===== src/pqs_pkg.sv =====
// Shared types, widths and constants of the polyline quad-strip extruder.
// Used by polyline_to_quad_strip and by its port checker.
package pqs_pkg;

  localparam int CoordWidth   = 16;
  localparam int CordicSteps  = 16;

  // Working widths of the datapath
  localparam int VecWidth     = CoordWidth + 4;   // vectoring x/y, covers CORDIC gain
  localparam int RotWidth     = 28;               // rotated width vector, Q.20
  localparam int ExtWidth     = RotWidth + 2;     // after sign flip and negation
  localparam int OffWidth     = ExtWidth - 16;    // offset rounded to Q.4
  localparam int SumWidth     = ((CoordWidth > OffWidth) ? CoordWidth : OffWidth) + 1;

  localparam int LwWidth      = 8;
  localparam int ZoomWidth    = 12;
  localparam int ClampWidth   = 10;
  localparam int DivAWidth    = ClampWidth + 11;  // m*2048 + 15
  localparam int MpWidth      = 17;
  localparam int WidWidth     = LwWidth + MpWidth;

  // Zoom scaling: mp = floor((m*2048 + 15) / 30) + 0.4 in Q.16
  localparam int ZoomOffset   = 140;
  localparam int ZoomLow      = 140;
  localparam int ZoomHigh     = 960;
  localparam int RecipShift   = 21;
  localparam int RecipMul     = 69905;            // floor(2^21 / 30)
  localparam int DivBy        = 30;
  localparam int MpBiasQ16    = 26214;
  localparam int MpUnity      = 65536;

  localparam longint KinvQ30  = 64'd652032874;    // inverse CORDIC gain, Q.30
  localparam int KinvWidth    = 30;

  // Configuration port
  localparam int ApbAddrWidth = 4;
  localparam int ApbDataWidth = 32;
  localparam logic [1:0] RegLineWidth = 2'd0;
  localparam logic [1:0] RegMapMode   = 2'd1;
  localparam logic [1:0] RegMapZoom   = 2'd2;
  localparam logic [LwWidth-1:0] LineWidthReset = 8'd40;

  localparam logic [1:0] LastCorner = 2'd3;

  typedef struct packed {
    logic signed [CoordWidth-1:0] point_x;
    logic signed [CoordWidth-1:0] point_y;
    logic                         path_start;
  } in_beat_t;

  typedef struct packed {
    logic signed [CoordWidth-1:0] vertex_x;
    logic signed [CoordWidth-1:0] vertex_y;
    logic [1:0]                   corner;
    logic                         last_corner;
  } out_beat_t;

  // Round a Q.20 value to Q.4, half up
  function automatic logic signed [OffWidth-1:0] to_q4(input logic signed [ExtWidth-1:0] v);
    logic signed [ExtWidth-1:0] r;
    begin
      r = v + ExtWidth'(32768);
      return r[ExtWidth-1:16];
    end
  endfunction

endpackage


===== src/polyline_to_quad_strip.sv =====
// Top level: polyline to quad-strip extruder with a shared CORDIC stage.
// Depends on pqs_pkg for payload types, widths and constants.
//
//   channel | dir | handshake          | content
//   in      | in  | in_valid/in_ready  | point_x, point_y, path_start
//   out     | out | out_valid/out_ready| vertex_x, vertex_y, corner, last_corner
//   apb     | in  | psel/penable       | line_width, map_mode, map_zoom
//
// A point that starts a path is stored in the accept cycle and emits nothing.
// Any other point runs through StRecip, StCorr, StWid and StKinv, then StIter, where
// the single CORDIC stage runs once per step (skipped for a zero-length segment), and
// StOffs; StEmit then gives one corner per cycle while the output is not stalled.
// The next point is taken in the cycle after the fourth corner is loaded. A stalled
// output holds the current corner and the sequencer waits with it.
// Reset clears the control state and loads the register defaults.
module polyline_to_quad_strip #(
  parameter int CORDIC_STEPS = pqs_pkg::CordicSteps
) (
  input  logic                                clk_i,
  input  logic                                rst_ni,
  input  logic                                in_valid_i,
  output logic                                in_ready_o,
  input  pqs_pkg::in_beat_t                   in_data_i,
  output logic                                out_valid_o,
  input  logic                                out_ready_i,
  output pqs_pkg::out_beat_t                  out_data_o,
  input  logic                                psel,
  input  logic                                penable,
  input  logic                                pwrite,
  input  logic [pqs_pkg::ApbAddrWidth-1:0]    paddr,
  input  logic [pqs_pkg::ApbDataWidth-1:0]    pwdata,
  output logic [pqs_pkg::ApbDataWidth-1:0]    prdata,
  output logic                                pready
);
  import pqs_pkg::*;

  localparam int IterWidth  = $clog2(CORDIC_STEPS);
  localparam int KprodWidth = WidWidth + KinvWidth;
  localparam int RecipWidth = DivAWidth + MpWidth;

  localparam logic [2:0] StIdle  = 3'd0;
  localparam logic [2:0] StRecip = 3'd1;
  localparam logic [2:0] StCorr  = 3'd2;
  localparam logic [2:0] StWid   = 3'd3;
  localparam logic [2:0] StKinv  = 3'd4;
  localparam logic [2:0] StIter  = 3'd5;
  localparam logic [2:0] StOffs  = 3'd6;
  localparam logic [2:0] StEmit  = 3'd7;

  localparam logic signed [SumWidth-1:0] CoordMax = SumWidth'((1 << (CoordWidth - 1)) - 1);
  localparam logic signed [SumWidth-1:0] CoordMin = -CoordMax - SumWidth'(1);

  // configuration registers
  logic [LwWidth-1:0]   line_width_q;
  logic                 map_mode_q;
  logic [ZoomWidth-1:0] map_zoom_q;
  logic                 cfg_wr;

  // control
  logic [2:0]           state_q, state_d;
  logic                 have_prev_q, have_prev_d;
  logic [IterWidth-1:0] iter_q, iter_d;
  logic [1:0]           k_q, k_d;
  logic                 out_valid_q, out_valid_d;

  // payload
  logic signed [CoordWidth-1:0] prev_x_q, prev_x_d, prev_y_q, prev_y_d;
  logic signed [CoordWidth-1:0] cur_x_q, cur_x_d, cur_y_q, cur_y_d;
  logic                         flip_q, flip_d, zero_q, zero_d;
  logic [DivAWidth-1:0]         a_q, a_d;
  logic [MpWidth-1:0]           q_q, q_d, mp_q, mp_d;
  logic [WidWidth-1:0]          w_q, w_d;
  logic signed [VecWidth-1:0]   x_q, x_d, y_q, y_d;
  logic signed [RotWidth-1:0]   rx_q, rx_d, ry_q, ry_d;
  logic signed [OffWidth-1:0]   o0x_q, o0x_d, o0y_q, o0y_d, o1x_q, o1x_d, o1y_q, o1y_d;
  out_beat_t                    out_q, out_d;

  // combinational helpers
  logic                         in_fire, out_load;
  logic signed [CoordWidth:0]   dx, dy;
  logic [ClampWidth-1:0]        m_clamp;
  logic [RecipWidth-1:0]        recip;
  logic [DivAWidth-1:0]         rem;
  logic [KprodWidth-1:0]        kprod;
  logic signed [VecWidth-1:0]   tx, ty;
  logic signed [RotWidth-1:0]   ux, uy;
  logic signed [ExtWidth-1:0]   c_ext, s_ext;
  logic signed [CoordWidth-1:0] base_x, base_y;
  logic signed [OffWidth-1:0]   off_x, off_y;

  function automatic logic signed [CoordWidth-1:0] sat_add(
    input logic signed [CoordWidth-1:0] p,
    input logic signed [OffWidth-1:0]   o
  );
    logic signed [SumWidth-1:0] s;
    begin
      s = SumWidth'(p) + SumWidth'(o);
      if (s > CoordMax) begin
        return CoordMax[CoordWidth-1:0];
      end else if (s < CoordMin) begin
        return CoordMin[CoordWidth-1:0];
      end
      return s[CoordWidth-1:0];
    end
  endfunction

  // ---------------- configuration port ----------------
  assign pready = 1'b1;
  assign cfg_wr = psel & penable & pwrite & pready;

  always_ff @(posedge clk_i or negedge rst_ni) begin
    if (!rst_ni) begin
      line_width_q <= LineWidthReset;
      map_mode_q   <= 1'b0;
      map_zoom_q   <= '0;
    end else if (cfg_wr) begin
      unique case (paddr[3:2])
        RegLineWidth: line_width_q <= pwdata[LwWidth-1:0];
        RegMapMode:   map_mode_q   <= pwdata[0];
        RegMapZoom:   map_zoom_q   <= pwdata[ZoomWidth-1:0];
        default: ;
      endcase
    end
  end

  always_comb begin
    unique case (paddr[3:2])
      RegLineWidth: prdata = ApbDataWidth'(line_width_q);
      RegMapMode:   prdata = ApbDataWidth'(map_mode_q);
      RegMapZoom:   prdata = ApbDataWidth'(map_zoom_q);
      default:      prdata = '0;
    endcase
  end

  // ---------------- datapath helpers ----------------
  assign in_ready_o = (state_q == StIdle);
  assign in_fire    = in_valid_i & in_ready_o;
  assign out_load   = (state_q == StEmit) & (~out_valid_q | out_ready_i);

  assign dx = (CoordWidth+1)'(in_data_i.point_x) - (CoordWidth+1)'(prev_x_q);
  assign dy = (CoordWidth+1)'(in_data_i.point_y) - (CoordWidth+1)'(prev_y_q);

  always_comb begin
    if (map_zoom_q < ZoomWidth'(ZoomOffset + ZoomLow)) begin
      m_clamp = ClampWidth'(ZoomLow);
    end else if (map_zoom_q > ZoomWidth'(ZoomOffset + ZoomHigh)) begin
      m_clamp = ClampWidth'(ZoomHigh);
    end else begin
      m_clamp = ClampWidth'(map_zoom_q - ZoomWidth'(ZoomOffset));
    end
  end

  assign recip = RecipWidth'(a_q) * RecipWidth'(RecipMul);
  assign rem   = a_q - DivAWidth'(q_q) * DivAWidth'(DivBy);
  assign kprod = KprodWidth'(w_q) * KprodWidth'(KinvQ30)
               + (KprodWidth'(1) << (KinvWidth - 1));

  // shared CORDIC stage
  assign tx = x_q >>> iter_q;
  assign ty = y_q >>> iter_q;
  assign ux = rx_q >>> iter_q;
  assign uy = ry_q >>> iter_q;

  assign c_ext = flip_q ? -ExtWidth'(rx_q) : ExtWidth'(rx_q);
  assign s_ext = flip_q ? -ExtWidth'(ry_q) : ExtWidth'(ry_q);

  assign base_x = k_q[0] ? cur_x_q : prev_x_q;
  assign base_y = k_q[0] ? cur_y_q : prev_y_q;
  assign off_x  = k_q[1] ? o1x_q : o0x_q;
  assign off_y  = k_q[1] ? o1y_q : o0y_q;

  // ---------------- sequencer ----------------
  always_comb begin
    state_d     = state_q;
    have_prev_d = have_prev_q;
    iter_d      = iter_q;
    k_d         = k_q;
    prev_x_d    = prev_x_q;
    prev_y_d    = prev_y_q;
    cur_x_d     = cur_x_q;
    cur_y_d     = cur_y_q;
    flip_d      = flip_q;
    zero_d      = zero_q;
    a_d         = a_q;
    q_d         = q_q;
    mp_d        = mp_q;
    w_d         = w_q;
    x_d         = x_q;
    y_d         = y_q;
    rx_d        = rx_q;
    ry_d        = ry_q;
    o0x_d       = o0x_q;
    o0y_d       = o0y_q;
    o1x_d       = o1x_q;
    o1y_d       = o1y_q;
    out_d       = out_q;
    out_valid_d = out_valid_q & ~out_ready_i;

    unique case (state_q)
      StIdle: begin
        if (in_fire) begin
          if (in_data_i.path_start || !have_prev_q) begin
            // start of a path: store and emit nothing
            prev_x_d    = in_data_i.point_x;
            prev_y_d    = in_data_i.point_y;
            have_prev_d = 1'b1;
          end else begin
            cur_x_d = in_data_i.point_x;
            cur_y_d = in_data_i.point_y;
            flip_d  = dx[CoordWidth];
            zero_d  = (dx == '0) && (dy == '0);
            x_d     = dx[CoordWidth] ? -VecWidth'(dx) : VecWidth'(dx);
            y_d     = dx[CoordWidth] ? -VecWidth'(dy) : VecWidth'(dy);
            a_d     = {m_clamp, 11'd15};
            state_d = StRecip;
          end
        end
      end
      StRecip: begin
        q_d     = MpWidth'(recip >> RecipShift);
        state_d = StCorr;
      end
      StCorr: begin
        // reciprocal estimate is at most one short
        if (!map_mode_q) begin
          mp_d = MpWidth'(MpUnity);
        end else if (rem >= DivAWidth'(DivBy)) begin
          mp_d = q_q + MpWidth'(MpBiasQ16 + 1);
        end else begin
          mp_d = q_q + MpWidth'(MpBiasQ16);
        end
        state_d = StWid;
      end
      StWid: begin
        w_d     = WidWidth'(line_width_q) * WidWidth'(mp_q);
        state_d = StKinv;
      end
      StKinv: begin
        iter_d = '0;
        ry_d   = '0;
        if (zero_q) begin
          rx_d    = RotWidth'(w_q);
          state_d = StOffs;
        end else begin
          rx_d    = RotWidth'(kprod[KprodWidth-1:KinvWidth]);
          state_d = StIter;
        end
      end
      StIter: begin
        if (!y_q[VecWidth-1]) begin
          x_d  = x_q + ty;
          y_d  = y_q - tx;
          rx_d = rx_q - uy;
          ry_d = ry_q + ux;
        end else begin
          x_d  = x_q - ty;
          y_d  = y_q + tx;
          rx_d = rx_q + uy;
          ry_d = ry_q - ux;
        end
        iter_d = iter_q + IterWidth'(1);
        if (iter_q == IterWidth'(CORDIC_STEPS - 1)) begin
          state_d = StOffs;
        end
      end
      StOffs: begin
        o0x_d   = to_q4(s_ext);
        o0y_d   = to_q4(-c_ext);
        o1x_d   = to_q4(-s_ext);
        o1y_d   = to_q4(c_ext);
        k_d     = 2'd0;
        state_d = StEmit;
      end
      StEmit: begin
        if (out_load) begin
          out_d.vertex_x    = sat_add(base_x, off_x);
          out_d.vertex_y    = sat_add(base_y, off_y);
          out_d.corner      = k_q;
          out_d.last_corner = (k_q == LastCorner);
          out_valid_d       = 1'b1;
          k_d               = k_q + 2'd1;
          if (k_q == LastCorner) begin
            // advance: current point becomes the segment start
            prev_x_d = cur_x_q;
            prev_y_d = cur_y_q;
            state_d  = StIdle;
          end
        end
      end
    endcase
  end

  always_ff @(posedge clk_i or negedge rst_ni) begin
    if (!rst_ni) begin
      state_q     <= StIdle;
      have_prev_q <= 1'b0;
      iter_q      <= '0;
      k_q         <= '0;
      out_valid_q <= 1'b0;
      prev_x_q    <= '0;
      prev_y_q    <= '0;
    end else begin
      state_q     <= state_d;
      have_prev_q <= have_prev_d;
      iter_q      <= iter_d;
      k_q         <= k_d;
      out_valid_q <= out_valid_d;
      prev_x_q    <= prev_x_d;
      prev_y_q    <= prev_y_d;
    end
  end

  always_ff @(posedge clk_i) begin
    cur_x_q <= cur_x_d;
    cur_y_q <= cur_y_d;
    flip_q  <= flip_d;
    zero_q  <= zero_d;
    a_q     <= a_d;
    q_q     <= q_d;
    mp_q    <= mp_d;
    w_q     <= w_d;
    x_q     <= x_d;
    y_q     <= y_d;
    rx_q    <= rx_d;
    ry_q    <= ry_d;
    o0x_q   <= o0x_d;
    o0y_q   <= o0y_d;
    o1x_q   <= o1x_d;
    o1y_q   <= o1y_d;
    out_q   <= out_d;
  end

  assign out_valid_o = out_valid_q;
  assign out_data_o  = out_q;

endmodule


===== config.mk =====
export PLATFORM = sky130hd
export DESIGN_NAME = polyline_to_quad_strip
export DESIGN_NICKNAME = d
export VERILOG_FILES = /design/src/pqs_pkg.sv /design/src/polyline_to_quad_strip.sv
export SDC_FILE = /design/constraint.sdc
export NUM_CORES = 2
export LEC_CHECK = 0
export ABC_AREA = 1
export BUFFER_PORTS_ARGS = -buffer_cell sky130_fd_sc_hd__buf_2
export CORE_UTILIZATION = 59
export DETAILED_ROUTE_END_ITERATION = 12
export HOLD_SLACK_MARGIN = 0.1
export PLACE_DENSITY_LB_ADDON = 0.05
export SLEW_MARGIN = 15
export SYNTH_ARGS = -nofsm -noshare
export SYNTH_HDL_FRONTEND = slang
export SYNTH_SLANG_ARGS = --single-unit

===== constraint.sdc =====
create_clock -name clk_i -period 11.5 [get_ports clk_i]
set_input_delay 2.875 -clock clk_i [delete_from_list [all_inputs] [get_ports clk_i]]
set_output_delay 2.875 -clock clk_i [all_outputs]
set_load 0.02 [all_outputs]

==> summary.md <==
| Metric | Value |
|---|---|
| Post-synth EDFFs | `290` |
| Largest net degree at the start of global routing | `a little over 100` |
| Crit path top cell by count | `nand2_1` |
| CTS resizes | `0` |
| 1st-iter DRT viols | `roughly 4200` |
| Core Box Area | `93600 um^2` |
| Final hold viol count | `0` |
| Hold wc startpoint | `have_prev_q` |
| Multi-input logic area | `39700 um^2` |
| # clock sinks | `354` |
| Ports | `146` |
| GRT Total Usage | `0.337` |
| Area contributors post-synth | `fa_1 16%, edfxtp_1 16%, ha_1 13%` |
| Congestion Overflow GR | `0` |
| Total CTS buffers | `45` |
| Hold buffers post-CTS | `0` |
| Yosys Warn Count | `0` |
| R2r startpoint | `w_q[13]` |
| Leading area contributor after synthesis | `fa_1` |
| Worst r2r path cells | `30` |
| Synth async-reset ratio | `0.181` |
| Met2 Track Usage GR | `0.562` |
| Synth Register Bits | `around 350` |
| Slew HR | `0.270` |
| Cells after Synth | `7750` |
| Max cap viols | `0` |
| Tmin final | `8130 ps` |
| Max Clk Rate | `0.123 GHz` |
| Sequential area share after synthesis | `0.184` |
| Nets | `8854` |
| Grt met1 use | `0.446` |
| H-tree depth | `2` |
| Chip Height | `310 um` |
| FF+latch area | `10300 um^2` |
| Sum Neg Setup Slack | `0 ps` |
| Routed WL | `162 mm` |
| CP Launch Type | `flop` |
| Reg2reg setup slack | `between 3000 and 4000 ps` |
| CP Class | `flop to flop` |
| Starting Density | `0.598` |
| RePlAce Congestion | `a little under 1` |
| Critical Path RT | `between 10000 and 15000 ps` |
| CP max-delay cell | `edfxtp_1` |
| IO Port Bufs | `slightly above 100` |
| Worst skew pair latency | `640 ps` |
| DR vias | `between 50000 and 60000` |
| Fin. max-slew vios | `0` |
| Drt drc | `0` |
| Hold EP | `have_prev_q` |
| Max incr delay on CP | `750 ps` |
| Clk root buf | `clkbuf_16` |
| Status | `finished clean` |
| CP arrival | `8500 ps` |
| Final setup fails | `0` |
| Routing usage on met3 | `0.0458` |
| Worst Setup End Kind | `flop` |
| Syn Std Cell Area | `56000 um^2` |
| CTS clk-pin slew, worst paths | `60 ps` |
| Share of the synthesized area in the top cell type | `0.159` |
| Layout overhead on the synthesized area | `5.22%` |
| Top_reg_cell synth | `edfxtp_1` |
| Max clock buf depth | `3` |
| Period utilization | `0.707` |
| Number of setup buffers added after CTS | `0` |
| Worst-margin pin slew | `around 1100 ps` |
| Fill cells | `8888` |
| # rows | `112` |
| Yosys cell types | `74` |
| Post-DR wirelength/cell | `18.0 um` |
| Reg2reg end | `rx_q[13]` |
| Die area | `96100 um^2` |
| Hold crit path type | `flop to flop` |
| Setup Skew | `27.1 ps` |
| Die width | `310 um` |
| Highest fanout seen on the critical path | `8` |
| Most instantiated library cell after synthesis | `nand2_1` |
| Routed Antenna Nets | `0` |
| DRT Pass-1 Iters | `6` |
| Hold path cells | `2` |
| Most Crowded Layer GR | `met2` |
| Vias in the first global route | `47700` |
| Fraction of layout instances using a drive strength above 1 | `0.0436` |
| Most frequent cells after synthesis | `1965 x nand2_1, 1332 x inv_1, 598 x ha_1` |
| DP HPWL | `133 mm` |
| Vias/cell | `5.57` |
| CTS tree | `done` |
| Mean Syn Cell Area | `7.22 um^2` |
| Antenna violations before repair | `3` |
| RSZ-0062 raised after global routing | `no` |
| First-pass GRT wire length | `254 mm` |
==> cells by family after synthesis <==
| logic type | Yosys count | synth area share |
|---|---|---|
| AOI/OAI and AO/OA | 1283 | 0.125 |
| xor gates and xnor gates | 304 | 0.0477 |
| adders and majority gates | 1043 | 0.293 |
| buffers and inverters | 1557 | 0.110 |
| DFF | 354 | 0.184 |
| muxes | 26 | 0.00487 |
| other | 2 | 0.000134 |
| and+or+nand+nor | 3181 | 0.235 |
==> state kept, by name, indices dropped and copies added (netlist names), 16 cells and up <==
name	count
cur_x_q	16
cur_y_q	16
mp_q	17
out_data_o	35
prev_x_q	16
prev_y_q	16
q_q	17
rx_q	28
ry_q	28
w_q	25
x_q	20
y_q	20
==> cell type report <==
cell class / instances / share of cell area
Antenna cell: 1 / 0.0000425
Tap cell: 1254 / 0.0266
Multi-Input combinational cell: 5858 / 0.674
Clock inverter: 22 / 0.00365
Sequential cell: 354 / 0.175
Timing Repair Buffer: 131 / 0.0124
Clock buffer: 62 / 0.0227
Inverter: 1345 / 0.0858
==> through the flow <==
| stage | setup slack (ps) | instances | instance area, um^2 | util | hold WS (ps) |
|---|---|---|---|---|---|
| final | 3370 | 9027 | 58900 | 0.629 | 466 |
| after global routing | 3010 | 9026 | 58900 | 0.629 | 501 |
| after CTS | 3480 | 9026 | 58900 | 0.629 | 474 |
| after detailed placement | 3500 | 8942 | 57300 | 0.612 | 461 |
| after global placement | 3570 | 8942 | 57300 | 0.612 | 434 |
| after floorplan | 4840 | 7769 | 56000 | - | 421 |
==> how the worst max path moves through the flow <==
stage | to | slack, ps | startpoint | depth (start not counted)
after floorplan | prdata[1] | 4840 | paddr[3] | 5
after global placement | rx_q[9] | 3570 | w_q[13] | 33
after detailed placement | rx_q[9] | 3500 | w_q[13] | 33
after CTS | rx_q[9] | 3480 | w_q[13] | 33
after global routing | rx_q[13] | 3010 | w_q[19] | 28
final | rx_q[13] | 3370 | w_q[13] | 30
==> routing by layer <==
| metal | wire length (um) | part of all wire |
|---|---|---|
| met2 | 75700 | 0.47 |
| met4 | 6230 | 0.038 |
| met3 | 10100 | 0.063 |
| met5 | 0 | 0 |
| met1 | 70000 | 0.43 |
==> layout by cell type (no fill, tap or decap), types with 30 or more instances in the layout <==
cell type     n
fa_1        445
nand3_1     360
edfxtp_1    290
nand2_1    1965
buf_2       101
ha_1        598
a21oi_1     430
buf_4        30
nor2_1      555
dfrtp_1      57
inv_1      1331
o211ai_1     43
nor3_1       80
clkbuf_16    48
o21ai_1     162
xnor2_1      97
o21ai_0     451
nand4_1      83
a31oi_1      65
xor2_1      206
==> critical path: cells and delay by family, from the launching register on <==
family                   cells  cell delay, ps
AO/OA/AOI/OAI                4             910
flip-flops                   1             750
adder cells (fa/ha/maj)      8            4290
buffers and inverters        7             570
AND/OR/NAND/NOR             11            1350
Power is left out: the tool's default activity adds up to more than one toggle a clock period on the data nets, which glitch-free logic cannot reach.
